File: config.mk
export PLATFORM = sky130hd
export DESIGN_NAME = key_tap_hold_double_tap_tracker
export DESIGN_NICKNAME = d
export VERILOG_FILES = /design/src/rtl/kthdt_pkg.sv /design/src/rtl/kthdt_cell.sv /design/src/rtl/kthdt_proc.sv /design/src/rtl/key_tap_hold_double_tap_tracker.sv
export SDC_FILE = /design/constraint.sdc
export NUM_CORES = 1
export LEC_CHECK = 0
export BUFFER_PORTS_ARGS = -buffer_cell sky130_fd_sc_hd__buf_2
export CELL_PAD_IN_SITES_DETAIL_PLACEMENT = 1
export CELL_PAD_IN_SITES_GLOBAL_PLACEMENT = 2
export CORE_MARGIN = 5
export CORE_UTILIZATION = 30
export DETAILED_ROUTE_END_ITERATION = 7
export HOLD_SLACK_MARGIN = 0.1
export PLACE_DENSITY = 0.62
export SYNTH_ARGS = -nofsm -noshare
export SYNTH_HDL_FRONTEND = slang
export SYNTH_SLANG_ARGS = --single-unit
export TNS_END_PERCENT = 30
File: constraint.sdc
create_clock -name clk -period 6.38 [get_ports clk]
set_clock_uncertainty 0.1 [all_clocks]
set_input_delay 0.319 -clock clk [delete_from_list [all_inputs] [get_ports clk]]
set_output_delay 0.319 -clock clk [all_outputs]
set_load 0.005 [all_outputs]
File: src/rtl/kthdt_pkg.sv
package kthdt_pkg;

  localparam int DEF_POOL_SIZE  = 10;
  localparam int DEF_TIME_WIDTH = 16;

  localparam int CODE_W     = 16;
  localparam int MS_W       = 16;
  localparam int CFG_IDX_W  = 1;
  localparam int CFG_DATA_W = 16;

  localparam logic [MS_W-1:0] RST_DOUBLE_TAP_MS = 16'd300;
  localparam logic [MS_W-1:0] RST_HOLD_MS       = 16'd500;

  localparam logic [CFG_IDX_W-1:0] REG_DOUBLE_TAP = 1'd0;
  localparam logic [CFG_IDX_W-1:0] REG_HOLD       = 1'd1;

  localparam logic KIND_KEY  = 1'b0;
  localparam logic KIND_TICK = 1'b1;

  typedef enum logic [1:0] {
    PH_IDLE        = 2'd0,
    PH_WAIT_HOLD   = 2'd1,
    PH_WAIT_DOUBLE = 2'd2,
    PH_HELD        = 2'd3
  } phase_t;

  typedef enum logic [2:0] {
    EV_PRESS   = 3'd0,
    EV_RELEASE = 3'd1,
    EV_HOLD    = 3'd2,
    EV_SINGLE  = 3'd3,
    EV_DOUBLE  = 3'd4
  } ev_kind_t;

  typedef enum logic [1:0] {
    MODE_PASS  = 2'd0,
    MODE_TICK  = 2'd1,
    MODE_APPLY = 2'd2
  } mode_t;

  typedef enum logic [2:0] {
    ST_IDLE  = 3'd0,
    ST_TICK  = 3'd1,
    ST_SCAN  = 3'd2,
    ST_APPLY = 3'd3,
    ST_FLUSH = 3'd4
  } state_t;

  typedef struct packed {
    logic              kind;
    logic [CODE_W-1:0] act_id;
    logic              key_pressed;
    logic [MS_W-1:0]   double_tap_ms;
    logic [MS_W-1:0]   hold_ms;
  } in_word_t;

  typedef struct packed {
    logic [CODE_W-1:0] event_code;
    logic [2:0]        event_kind;
    logic              last;
  } out_word_t;

  // One tracker record, without its elapsed count (width set by a parameter).
  typedef struct packed {
    phase_t            phase;
    logic [CODE_W-1:0] action;
    logic [MS_W-1:0]   dbl_limit;
    logic [MS_W-1:0]   hold_limit;
  } track_t;

  // Control handed to the head unit for one record.
  typedef struct packed {
    mode_t             mode;
    logic              hit;
    logic              found;
    logic              pressed;
    logic [CODE_W-1:0] code;
    logic [MS_W-1:0]   dbl_limit;
    logic [MS_W-1:0]   hold_limit;
  } proc_ctl_t;

endpackage

File: src/rtl/kthdt_cell.sv
module kthdt_cell #(
  parameter int TIME_WIDTH = kthdt_pkg::DEF_TIME_WIDTH
) (
  input  logic                  clk,
  input  logic                  rst_n,
  input  logic                  shift,
  input  kthdt_pkg::track_t     rec_i,
  input  logic [TIME_WIDTH-1:0] el_i,
  output kthdt_pkg::track_t     rec_o,
  output logic [TIME_WIDTH-1:0] el_o
);
  import kthdt_pkg::*;

  phase_t                  phase_r;
  logic [CODE_W-1:0]       action_r;
  logic [TIME_WIDTH-1:0]   el_r;
  logic [MS_W-1:0]         dbl_r;
  logic [MS_W-1:0]         hold_r;

  always_ff @(posedge clk) begin
    if (!rst_n) begin
      phase_r  <= PH_IDLE;
      action_r <= '0;
      el_r     <= '0;
    end else if (shift) begin
      phase_r  <= rec_i.phase;
      action_r <= rec_i.action;
      el_r     <= el_i;
    end
  end

  // Limits are only read while the tracker is active.
  always_ff @(posedge clk) begin
    if (shift) begin
      dbl_r  <= rec_i.dbl_limit;
      hold_r <= rec_i.hold_limit;
    end
  end

  assign rec_o = '{phase: phase_r, action: action_r, dbl_limit: dbl_r, hold_limit: hold_r};
  assign el_o  = el_r;

endmodule

File: src/rtl/kthdt_proc.sv
module kthdt_proc #(
  parameter int TIME_WIDTH = kthdt_pkg::DEF_TIME_WIDTH
) (
  input  kthdt_pkg::proc_ctl_t  ctl,
  input  kthdt_pkg::track_t     rec_i,
  input  logic [TIME_WIDTH-1:0] el_i,
  output kthdt_pkg::track_t     rec_o,
  output logic [TIME_WIDTH-1:0] el_o,
  output logic                  emit_o,
  output kthdt_pkg::out_word_t  emit_word_o
);
  import kthdt_pkg::*;

  localparam int CW = (TIME_WIDTH > MS_W) ? TIME_WIDTH : MS_W;

  logic [TIME_WIDTH-1:0] el_inc;
  logic [CW-1:0]         el_ext;
  logic [CW-1:0]         hold_ext;
  logic [CW-1:0]         dbl_ext;
  ev_kind_t              kind;

  assign el_inc   = (el_i == '1) ? el_i : el_i + 1'b1;
  assign el_ext   = CW'(el_inc);
  assign hold_ext = CW'(rec_i.hold_limit);
  assign dbl_ext  = CW'(rec_i.dbl_limit);

  always_comb begin
    rec_o  = rec_i;
    el_o   = el_i;
    emit_o = 1'b0;
    kind   = EV_HOLD;
    case (ctl.mode)
      MODE_TICK: begin
        el_o = el_inc;
        if (rec_i.phase == PH_WAIT_HOLD && el_ext >= hold_ext) begin
          emit_o      = 1'b1;
          kind        = EV_HOLD;
          rec_o.phase = PH_HELD;
        end else if (rec_i.phase == PH_WAIT_DOUBLE && el_ext >= dbl_ext) begin
          emit_o       = 1'b1;
          kind         = EV_SINGLE;
          rec_o.phase  = PH_IDLE;
          rec_o.action = '0;
        end
      end
      MODE_APPLY: begin
        if (ctl.hit) begin
          if (!ctl.found) begin
            // take a free tracker for a first press
            rec_o = '{phase: PH_WAIT_HOLD, action: ctl.code,
                      dbl_limit: ctl.dbl_limit, hold_limit: ctl.hold_limit};
            el_o  = '0;
          end else if (ctl.pressed) begin
            if (rec_i.phase == PH_WAIT_DOUBLE) begin
              emit_o       = 1'b1;
              kind         = EV_DOUBLE;
              rec_o.phase  = PH_IDLE;
              rec_o.action = '0;
            end
          end else if (rec_i.phase == PH_WAIT_HOLD) begin
            rec_o.phase = PH_WAIT_DOUBLE;
            el_o        = '0;
          end else if (rec_i.phase == PH_HELD) begin
            rec_o.phase  = PH_IDLE;
            rec_o.action = '0;
          end
        end
      end
      default: begin
      end
    endcase
  end

  assign emit_word_o = '{event_code: rec_i.action, event_kind: kind, last: 1'b0};

endmodule

File: src/rtl/key_tap_hold_double_tap_tracker.sv
// Tap / hold / double-tap tracker. The trackers sit in a ring of cells that
// rotates by one position per cycle past a single head unit at cell 0; one
// full rotation visits every tracker in order and leaves the ring as it was.
// A tick word passes through the accept, one rotation that ages every
// tracker and reports hold or single tap, then a closing step for the last
// result. A key word passes through the accept, one rotation that finds the
// tracker following the action and the lowest idle one, a second rotation
// that updates the chosen tracker, and the closing step. Press or release is
// always the first result of a key word; a double tap follows when a press
// lands in the released window. A press with no free tracker reports only the
// press. Each result waits in a holding stage so the final one can carry
// last; the rotation and the closing step stall while the result port is
// backed up. in_ready is high whenever no word is in progress, even while a
// result still waits on the output. Default limits are written on the cfg
// port (index 0 double-tap window, index 1 hold threshold); the user must
// write them only while the block is idle, which the block itself does not
// enforce. A zero limit in a key word selects the default.
module key_tap_hold_double_tap_tracker #(
  parameter int POOL_SIZE  = kthdt_pkg::DEF_POOL_SIZE,
  parameter int TIME_WIDTH = kthdt_pkg::DEF_TIME_WIDTH
) (
  input  logic                                 clk,
  input  logic                                 rst_n,
  input  logic                                 in_valid,
  output logic                                 in_ready,
  input  kthdt_pkg::in_word_t                  in_word,
  output logic                                 out_valid,
  input  logic                                 out_ready,
  output kthdt_pkg::out_word_t                 out_word,
  input  logic                                 cfg_valid,
  output logic                                 cfg_ready,
  input  logic [kthdt_pkg::CFG_IDX_W-1:0]      cfg_index,
  input  logic [kthdt_pkg::CFG_DATA_W-1:0]     cfg_data
);
  import kthdt_pkg::*;

  localparam int PW = (POOL_SIZE > 1) ? $clog2(POOL_SIZE) : 1;
  localparam logic [PW-1:0] POS_LAST = PW'(POOL_SIZE - 1);

  // Default limits
  logic [MS_W-1:0] dflt_dbl_r;
  logic [MS_W-1:0] dflt_hold_r;

  // Current word
  logic              item_pressed_r;
  logic [CODE_W-1:0] item_code_r;
  logic [MS_W-1:0]   item_dbl_r;
  logic [MS_W-1:0]   item_hold_r;

  // Search results of the first rotation
  logic          found_r,     found_nxt;
  logic [PW-1:0] found_idx_r, found_idx_nxt;
  logic          idle_seen_r, idle_seen_nxt;
  logic [PW-1:0] idle_idx_r,  idle_idx_nxt;

  state_t        state_r, state_nxt;
  logic [PW-1:0] pos_r;
  logic          pos_last;

  // Holding stage and output register
  logic      pend_valid_r;
  out_word_t pend_r;
  logic      out_valid_r;
  out_word_t out_r;

  // Ring
  track_t                rec_q [POOL_SIZE];
  logic [TIME_WIDTH-1:0] el_q  [POOL_SIZE];
  track_t                head_rec;
  track_t                head_rec_upd;
  logic [TIME_WIDTH-1:0] head_el_upd;
  proc_ctl_t             ctl;
  logic                  emit;
  out_word_t             emit_word;

  mode_t mode;
  logic  scanning;
  logic  accept;
  logic  out_free;
  logic  advance;
  logic  push;
  logic  match;

  assign accept   = in_valid && in_ready;
  assign out_free = !out_valid_r || out_ready;
  assign pos_last = (pos_r == POS_LAST);
  assign cfg_ready = 1'b1;

  // Configuration
  always_ff @(posedge clk) begin
    if (!rst_n) begin
      dflt_dbl_r  <= RST_DOUBLE_TAP_MS;
      dflt_hold_r <= RST_HOLD_MS;
    end else if (cfg_valid && cfg_ready) begin
      if (cfg_index == REG_DOUBLE_TAP) begin
        dflt_dbl_r <= cfg_data;
      end
      if (cfg_index == REG_HOLD) begin
        dflt_hold_r <= cfg_data;
      end
    end
  end

  // Latch the word, resolving zero limits to the defaults.
  always_ff @(posedge clk) begin
    if (accept) begin
      item_pressed_r <= in_word.key_pressed;
      item_code_r    <= in_word.act_id;
      item_dbl_r     <= (in_word.double_tap_ms != '0) ? in_word.double_tap_ms : dflt_dbl_r;
      item_hold_r    <= (in_word.hold_ms != '0) ? in_word.hold_ms : dflt_hold_r;
    end
  end

  // Next state
  always_comb begin
    state_nxt = state_r;
    case (state_r)
      ST_IDLE: begin
        if (in_valid) begin
          state_nxt = (in_word.kind == KIND_TICK) ? ST_TICK : ST_SCAN;
        end
      end
      ST_TICK: begin
        if (advance && pos_last) begin
          state_nxt = ST_FLUSH;
        end
      end
      ST_SCAN: begin
        if (advance && pos_last) begin
          state_nxt = ST_APPLY;
        end
      end
      ST_APPLY: begin
        if (advance && pos_last) begin
          state_nxt = ST_FLUSH;
        end
      end
      ST_FLUSH: begin
        if (!pend_valid_r || out_free) begin
          state_nxt = ST_IDLE;
        end
      end
      default: begin
        state_nxt = ST_IDLE;
      end
    endcase
  end

  // State outputs
  always_comb begin
    in_ready = 1'b0;
    mode     = MODE_PASS;
    scanning = 1'b0;
    case (state_r)
      ST_IDLE: begin
        in_ready = 1'b1;
      end
      ST_TICK: begin
        mode     = MODE_TICK;
        scanning = 1'b1;
      end
      ST_SCAN: begin
        scanning = 1'b1;
      end
      ST_APPLY: begin
        mode     = MODE_APPLY;
        scanning = 1'b1;
      end
      default: begin
      end
    endcase
  end

  always_ff @(posedge clk) begin
    if (!rst_n) begin
      state_r <= ST_IDLE;
    end else begin
      state_r <= state_nxt;
    end
  end

  // Hold the rotation when a new result would overwrite a waiting one.
  assign advance = scanning && !(emit && pend_valid_r && !out_free);
  assign push    = (advance && emit && pend_valid_r)
                || (state_r == ST_FLUSH && pend_valid_r && out_free);

  always_ff @(posedge clk) begin
    if (!rst_n) begin
      pos_r <= '0;
    end else if (advance) begin
      pos_r <= pos_last ? '0 : pos_r + 1'b1;
    end
  end

  // Search for the tracker of this action and the lowest idle tracker.
  assign match = (head_rec.phase != PH_IDLE) && (head_rec.action == item_code_r);

  always_comb begin
    found_nxt     = found_r;
    found_idx_nxt = found_idx_r;
    idle_seen_nxt = idle_seen_r;
    idle_idx_nxt  = idle_idx_r;
    if (accept) begin
      found_nxt     = 1'b0;
      idle_seen_nxt = 1'b0;
    end else if (state_r == ST_SCAN && advance) begin
      if (match && !found_r) begin
        found_nxt     = 1'b1;
        found_idx_nxt = pos_r;
      end
      if (head_rec.phase == PH_IDLE && !idle_seen_r) begin
        idle_seen_nxt = 1'b1;
        idle_idx_nxt  = pos_r;
      end
    end
  end

  always_ff @(posedge clk) begin
    if (!rst_n) begin
      found_r     <= 1'b0;
      idle_seen_r <= 1'b0;
    end else begin
      found_r     <= found_nxt;
      idle_seen_r <= idle_seen_nxt;
    end
  end

  always_ff @(posedge clk) begin
    found_idx_r <= found_idx_nxt;
    idle_idx_r  <= idle_idx_nxt;
  end

  // Head unit control: the hit picks the tracker to update in the second rotation.
  always_comb begin
    ctl.mode       = mode;
    ctl.found      = found_r;
    ctl.pressed    = item_pressed_r;
    ctl.code       = item_code_r;
    ctl.dbl_limit  = item_dbl_r;
    ctl.hold_limit = item_hold_r;
    ctl.hit        = found_r ? (pos_r == found_idx_r)
                             : (item_pressed_r && idle_seen_r && pos_r == idle_idx_r);
  end

  kthdt_proc #(
    .TIME_WIDTH (TIME_WIDTH)
  ) u_proc (
    .ctl         (ctl),
    .rec_i       (rec_q[0]),
    .el_i        (el_q[0]),
    .rec_o       (head_rec_upd),
    .el_o        (head_el_upd),
    .emit_o      (emit),
    .emit_word_o (emit_word)
  );

  assign head_rec = rec_q[0];

  // Ring of cells: each takes its neighbor's record, the tail takes the head's update.
  for (genvar i = 0; i < POOL_SIZE; i++) begin : g_cell
    track_t                nb_rec;
    logic [TIME_WIDTH-1:0] nb_el;
    if (i == POOL_SIZE - 1) begin : g_tail
      assign nb_rec = head_rec_upd;
      assign nb_el  = head_el_upd;
    end else begin : g_mid
      assign nb_rec = rec_q[i+1];
      assign nb_el  = el_q[i+1];
    end
    kthdt_cell #(
      .TIME_WIDTH (TIME_WIDTH)
    ) u_cell (
      .clk   (clk),
      .rst_n (rst_n),
      .shift (advance),
      .rec_i (nb_rec),
      .el_i  (nb_el),
      .rec_o (rec_q[i]),
      .el_o  (el_q[i])
    );
  end

  // Holding stage: a key word reports press or release first.
  always_ff @(posedge clk) begin
    if (!rst_n) begin
      pend_valid_r <= 1'b0;
    end else if (accept) begin
      pend_valid_r <= (in_word.kind == KIND_KEY);
    end else if (advance && emit) begin
      pend_valid_r <= 1'b1;
    end else if (state_r == ST_FLUSH && out_free) begin
      pend_valid_r <= 1'b0;
    end
  end

  always_ff @(posedge clk) begin
    if (accept) begin
      pend_r <= '{event_code: in_word.act_id,
                  event_kind: in_word.key_pressed ? EV_PRESS : EV_RELEASE,
                  last: 1'b0};
    end else if (advance && emit) begin
      pend_r <= emit_word;
    end
  end

  // Output register
  always_ff @(posedge clk) begin
    if (!rst_n) begin
      out_valid_r <= 1'b0;
    end else if (push) begin
      out_valid_r <= 1'b1;
    end else if (out_ready) begin
      out_valid_r <= 1'b0;
    end
  end

  always_ff @(posedge clk) begin
    if (push) begin
      out_r <= '{event_code: pend_r.event_code, event_kind: pend_r.event_kind,
                 last: (state_r == ST_FLUSH)};
    end
  end

  assign out_valid = out_valid_r;
  assign out_word  = out_r;

  // A new word starts with an empty holding stage.
  a_idle_no_pend: assert property (@(posedge clk) disable iff (!rst_n)
    (state_r == ST_IDLE) |-> !pend_valid_r)
    else $error("holding stage busy while idle");

  // The search rotation always has the press or release waiting.
  a_scan_pend: assert property (@(posedge clk) disable iff (!rst_n)
    (state_r == ST_SCAN) |-> pend_valid_r)
    else $error("key word lost its first result");

  // Every rotation ends with the ring back in tracker order.
  a_flush_pos: assert property (@(posedge clk) disable iff (!rst_n)
    (state_r == ST_FLUSH || state_r == ST_IDLE) |-> (pos_r == '0))
    else $error("ring left out of order");

  // Only the last push of a word carries last.
  a_push_last: assert property (@(posedge clk) disable iff (!rst_n)
    (push && state_r != ST_FLUSH) |=> (out_valid_r && !out_r.last))
    else $error("last set on a middle result");

endmodule
==> run summary <==
status: complete, no violations
count of flip-flops with a built-in enable after synthesis: 416
area grow syn2layout: 17.2%
Yosys cell types: 64
Worst path depth: 14
chip height: 326 um
Worst Max-Slew Pin Slew: 1.28 ns
Initial DRC Count: 1322
syn_nets: 2751
vias in the first global route: 20881
ys async rst share: 0
CP arrival: 6.19 ns
Fin Setup TNS: 0 ns
CP endpoint kind: flip-flop
slew margin rel.: 0.141
Die ar.: 106000 sq um
leak pwr: 11.7 nW
Syn Inst Count: 2641
unrepaired setup endpoints after global routing: no
Max Cap Viol: 0
Clk pin slew, worst setup/hold paths: 0.06 ns
hold buffer count at cts: 74
Synth Cell Area: 30000 sq um
WL per Instance: 18.3 um
crit-path max FO: 165
final setup fails: 0
sequential area share after synthesis: 0.673
hold depth: 5
total power: 11.5 mW
most used cell, CP: ha_1
I/O pin count: 95
CP Buf/Inv Count: 1
post-CTS sizing: 0
total number of vias: 20408
setup bufs post-CTS: 0
largest cells by area after synthesis: edfxtp_1, dfxtp_1, a21oi_1
maximum number of buffers from clock root to sink: 3
ANT nets after route: 0
largest net degree at the start of global routing: 217
NumNets Final: 2815
router iterations before antenna repair: 6
top-area cell type share of the netlist area: 0.417
DRC Markers: 0
total wire length: 74700 um
critical-path cell list: ha_1, and3_1, a21oi_1, nand4_1, xnor2_1, ha_1, nand2_1, nor4_1, nand3b_1, a311oi_1, o311a_4, buf_12, nor2_1, a2111oi_2
Startpoint Class: flip-flop
Hold Crit Class: in2reg
Tcrit/Tclk final: 0.904
die width: 326 um
Total Routing Usage GR: 0.136
Num CTS Buffers: 87
critical path class: reg2reg
initial core utilization: 0.301
Critical Path Slowest Stage Cell: a311oi_1
row count: 116
vias per cell: 5.01
clock root buffer: clkbuf_16
Pins Over Slew Limit: 0
htree depth: 3
VDD IR max: 0.190 mV
antenna violations before repair: 0
gp weighted congestion: 0.775
area of the core: 99600 sq um
Worst EP required: 6.80 ns
synth warn: 0
IO buf count: 93
CTS tree: yes
Mapped Avg Cell Area: 11.3 sq um
layout cell share with drive strength beyond 1: 0.106
grt ovf: 0
max incr delay on CP: 0.69 ns
worst reg2reg path depth: 14
Synth Flop Type: edfxtp_1
PwrDens: 327 nW/um^2
Skew-Pair Late Insertion Delay: 0.65 ns
Max Clk Rate: 173 MHz
dpl hpwl: 43200 um
first-pass GRT wire length: 119000 um
#FFs+latches synth: 799
cell taking the most area after synthesis: edfxtp_1
delay-heaviest family, CP: compound AO/OA/AOI/OAI gates
clk sink count: 799
Final Hold Fails: 0
fin crit period: 5.77 ns
layout by cell type, fill, tap and decap left out, types with 6 or more instances in the layout:
cell and instances:
nand4_1 12, nor4_1 11, inv_1 40, xor2_1 16
clkbuf_1 21, nand3_1 324, nor3_1 6, clkbuf_8 6
o21ai_0 265, buf_12 13, clkinv_1 17, a22oi_1 11
nand2_1 191, buf_4 21, nor2_1 27, dlygate4sd3_1 74
buf_2 93, ha_1 38, nand3b_1 6, a211oi_2 12
and3_1 8, a21oi_1 387, dfxtp_1 383, o21a_1 7
xnor2_1 19, clkinv_2 10, o21ai_1 104, a21o_1 34
clkbuf_16 90, a311oi_2 16, nor2b_1 6, edfxtp_1 416
cell type report:
cell class,instances,area [sq um]
antenna,1,2.50
inverter,43,169
timing repair buffer,201,1620
clock buffer,117,2410
sequential,799,20200
multi-input combinational,1573,8750
fill,10750,64400
tap,1298,1620
clock inverter,39,373
power by group:
| group | internal [mW] | total, mW | switching, mW |
|---|---|---|---|
| Combinational | 0.178 | 0.687 | 0.509 |
| Clock | 2.86 | 4.90 | 2.04 |
| Sequential | 5.79 | 5.89 | 0.106 |
tightest hold or removal path, stage by stage:
cell and delay (ns):
buf_2 0.12, nor2b_1 0.12, buf_4 0.19, nand2_1 0.08, a21oi_1 0.05
metrics by stage:
step | hold slack [ns] | setup WS, ns | cells | area (sq um) | utilization
2_1_floorplan | 0.300 | 0.928 | 2641 | 30000 | -
3_3_place_gp | 0.300 | 0.753 | 3840 | 31600 | 0.317
3_5_place_dp | 0.305 | 0.725 | 3840 | 31600 | 0.317
4_1_cts | 0.156 | 0.685 | 4070 | 35100 | 0.353
5_1_grt | 0.208 | 0.332 | 4070 | 35100 | 0.353
6_report | 0.206 | 0.614 | 4071 | 35100 | 0.353
Yosys cell counts, drive strengths merged, types with 2 or more instances:
cell     instances
a2111oi          3
nor4            11
xor2            16
o21bai           4
a31oi            6
nand4           12
nor3             6
a21oi          387
o21ai          369
and3             8
a22oi           11
mux2             5
o21a             7
a31o             2
buf             75
inv             42
ha              38
edfxtp         416
a211oi          17
nand3b           6
a311oi          21
or4              5
a21o            34
nand3          324
clkbuf         151
xnor2           19
nand2b           3
and2             5
nor2b            7
o211ai           2
o32a             2
and4             4
or3              3
nand2          191
dfxtp          383
nor2            29
path summary, 6_finish.rpt:
check	to	slack, ns	startpoint
max	state_r[0]	0.61	g_cell[0].u_cell.el_o[0]
min	dflt_dbl_r[4]	0.21	cfg_valid
max reg2reg	state_r[0]	0.61	g_cell[0].u_cell.el_o[0]
min reg2reg	g_cell[6].u_cell.dbl_r[3]	0.31	g_cell[7].u_cell.dbl_r[3]
routing by layer:
layer	global-route usage	part of all wire
met1	0.190	0.48
met2	0.219	0.47
met3	0.0211	0.031
met4	0.0437	0.023
met5	0	0
sequential cells by signal, summed over array words and instances, names as in the netlist, 3 cells and up:
register / count
dflt_dbl_r: 16
dflt_hold_r: 16
found_idx_r: 4
g_cell.u_cell.action_r: 160
g_cell.u_cell.dbl_r: 160
g_cell.u_cell.el_o: 160
g_cell.u_cell.hold_r: 160
g_cell.u_cell.phase_r: 20
idle_idx_r: 4
item_code_r: 16
item_dbl_r: 16
item_hold_r: 16
out_word: 20
pend_r: 19
pos_r: 4
state_r: 3
logic make-up after synthesis:
group | synth area share
DFF | 0.673
xor gates and xnor gates | 0.0102
other | 0.000125
and+or+nand+nor | 0.0976
AOI/OAI and AO/OA | 0.165
muxes | 0.00221
buffers and inverters | 0.0366
adders and majority gates | 0.0159
Note: power is estimated with default switching activity, not from simulation.
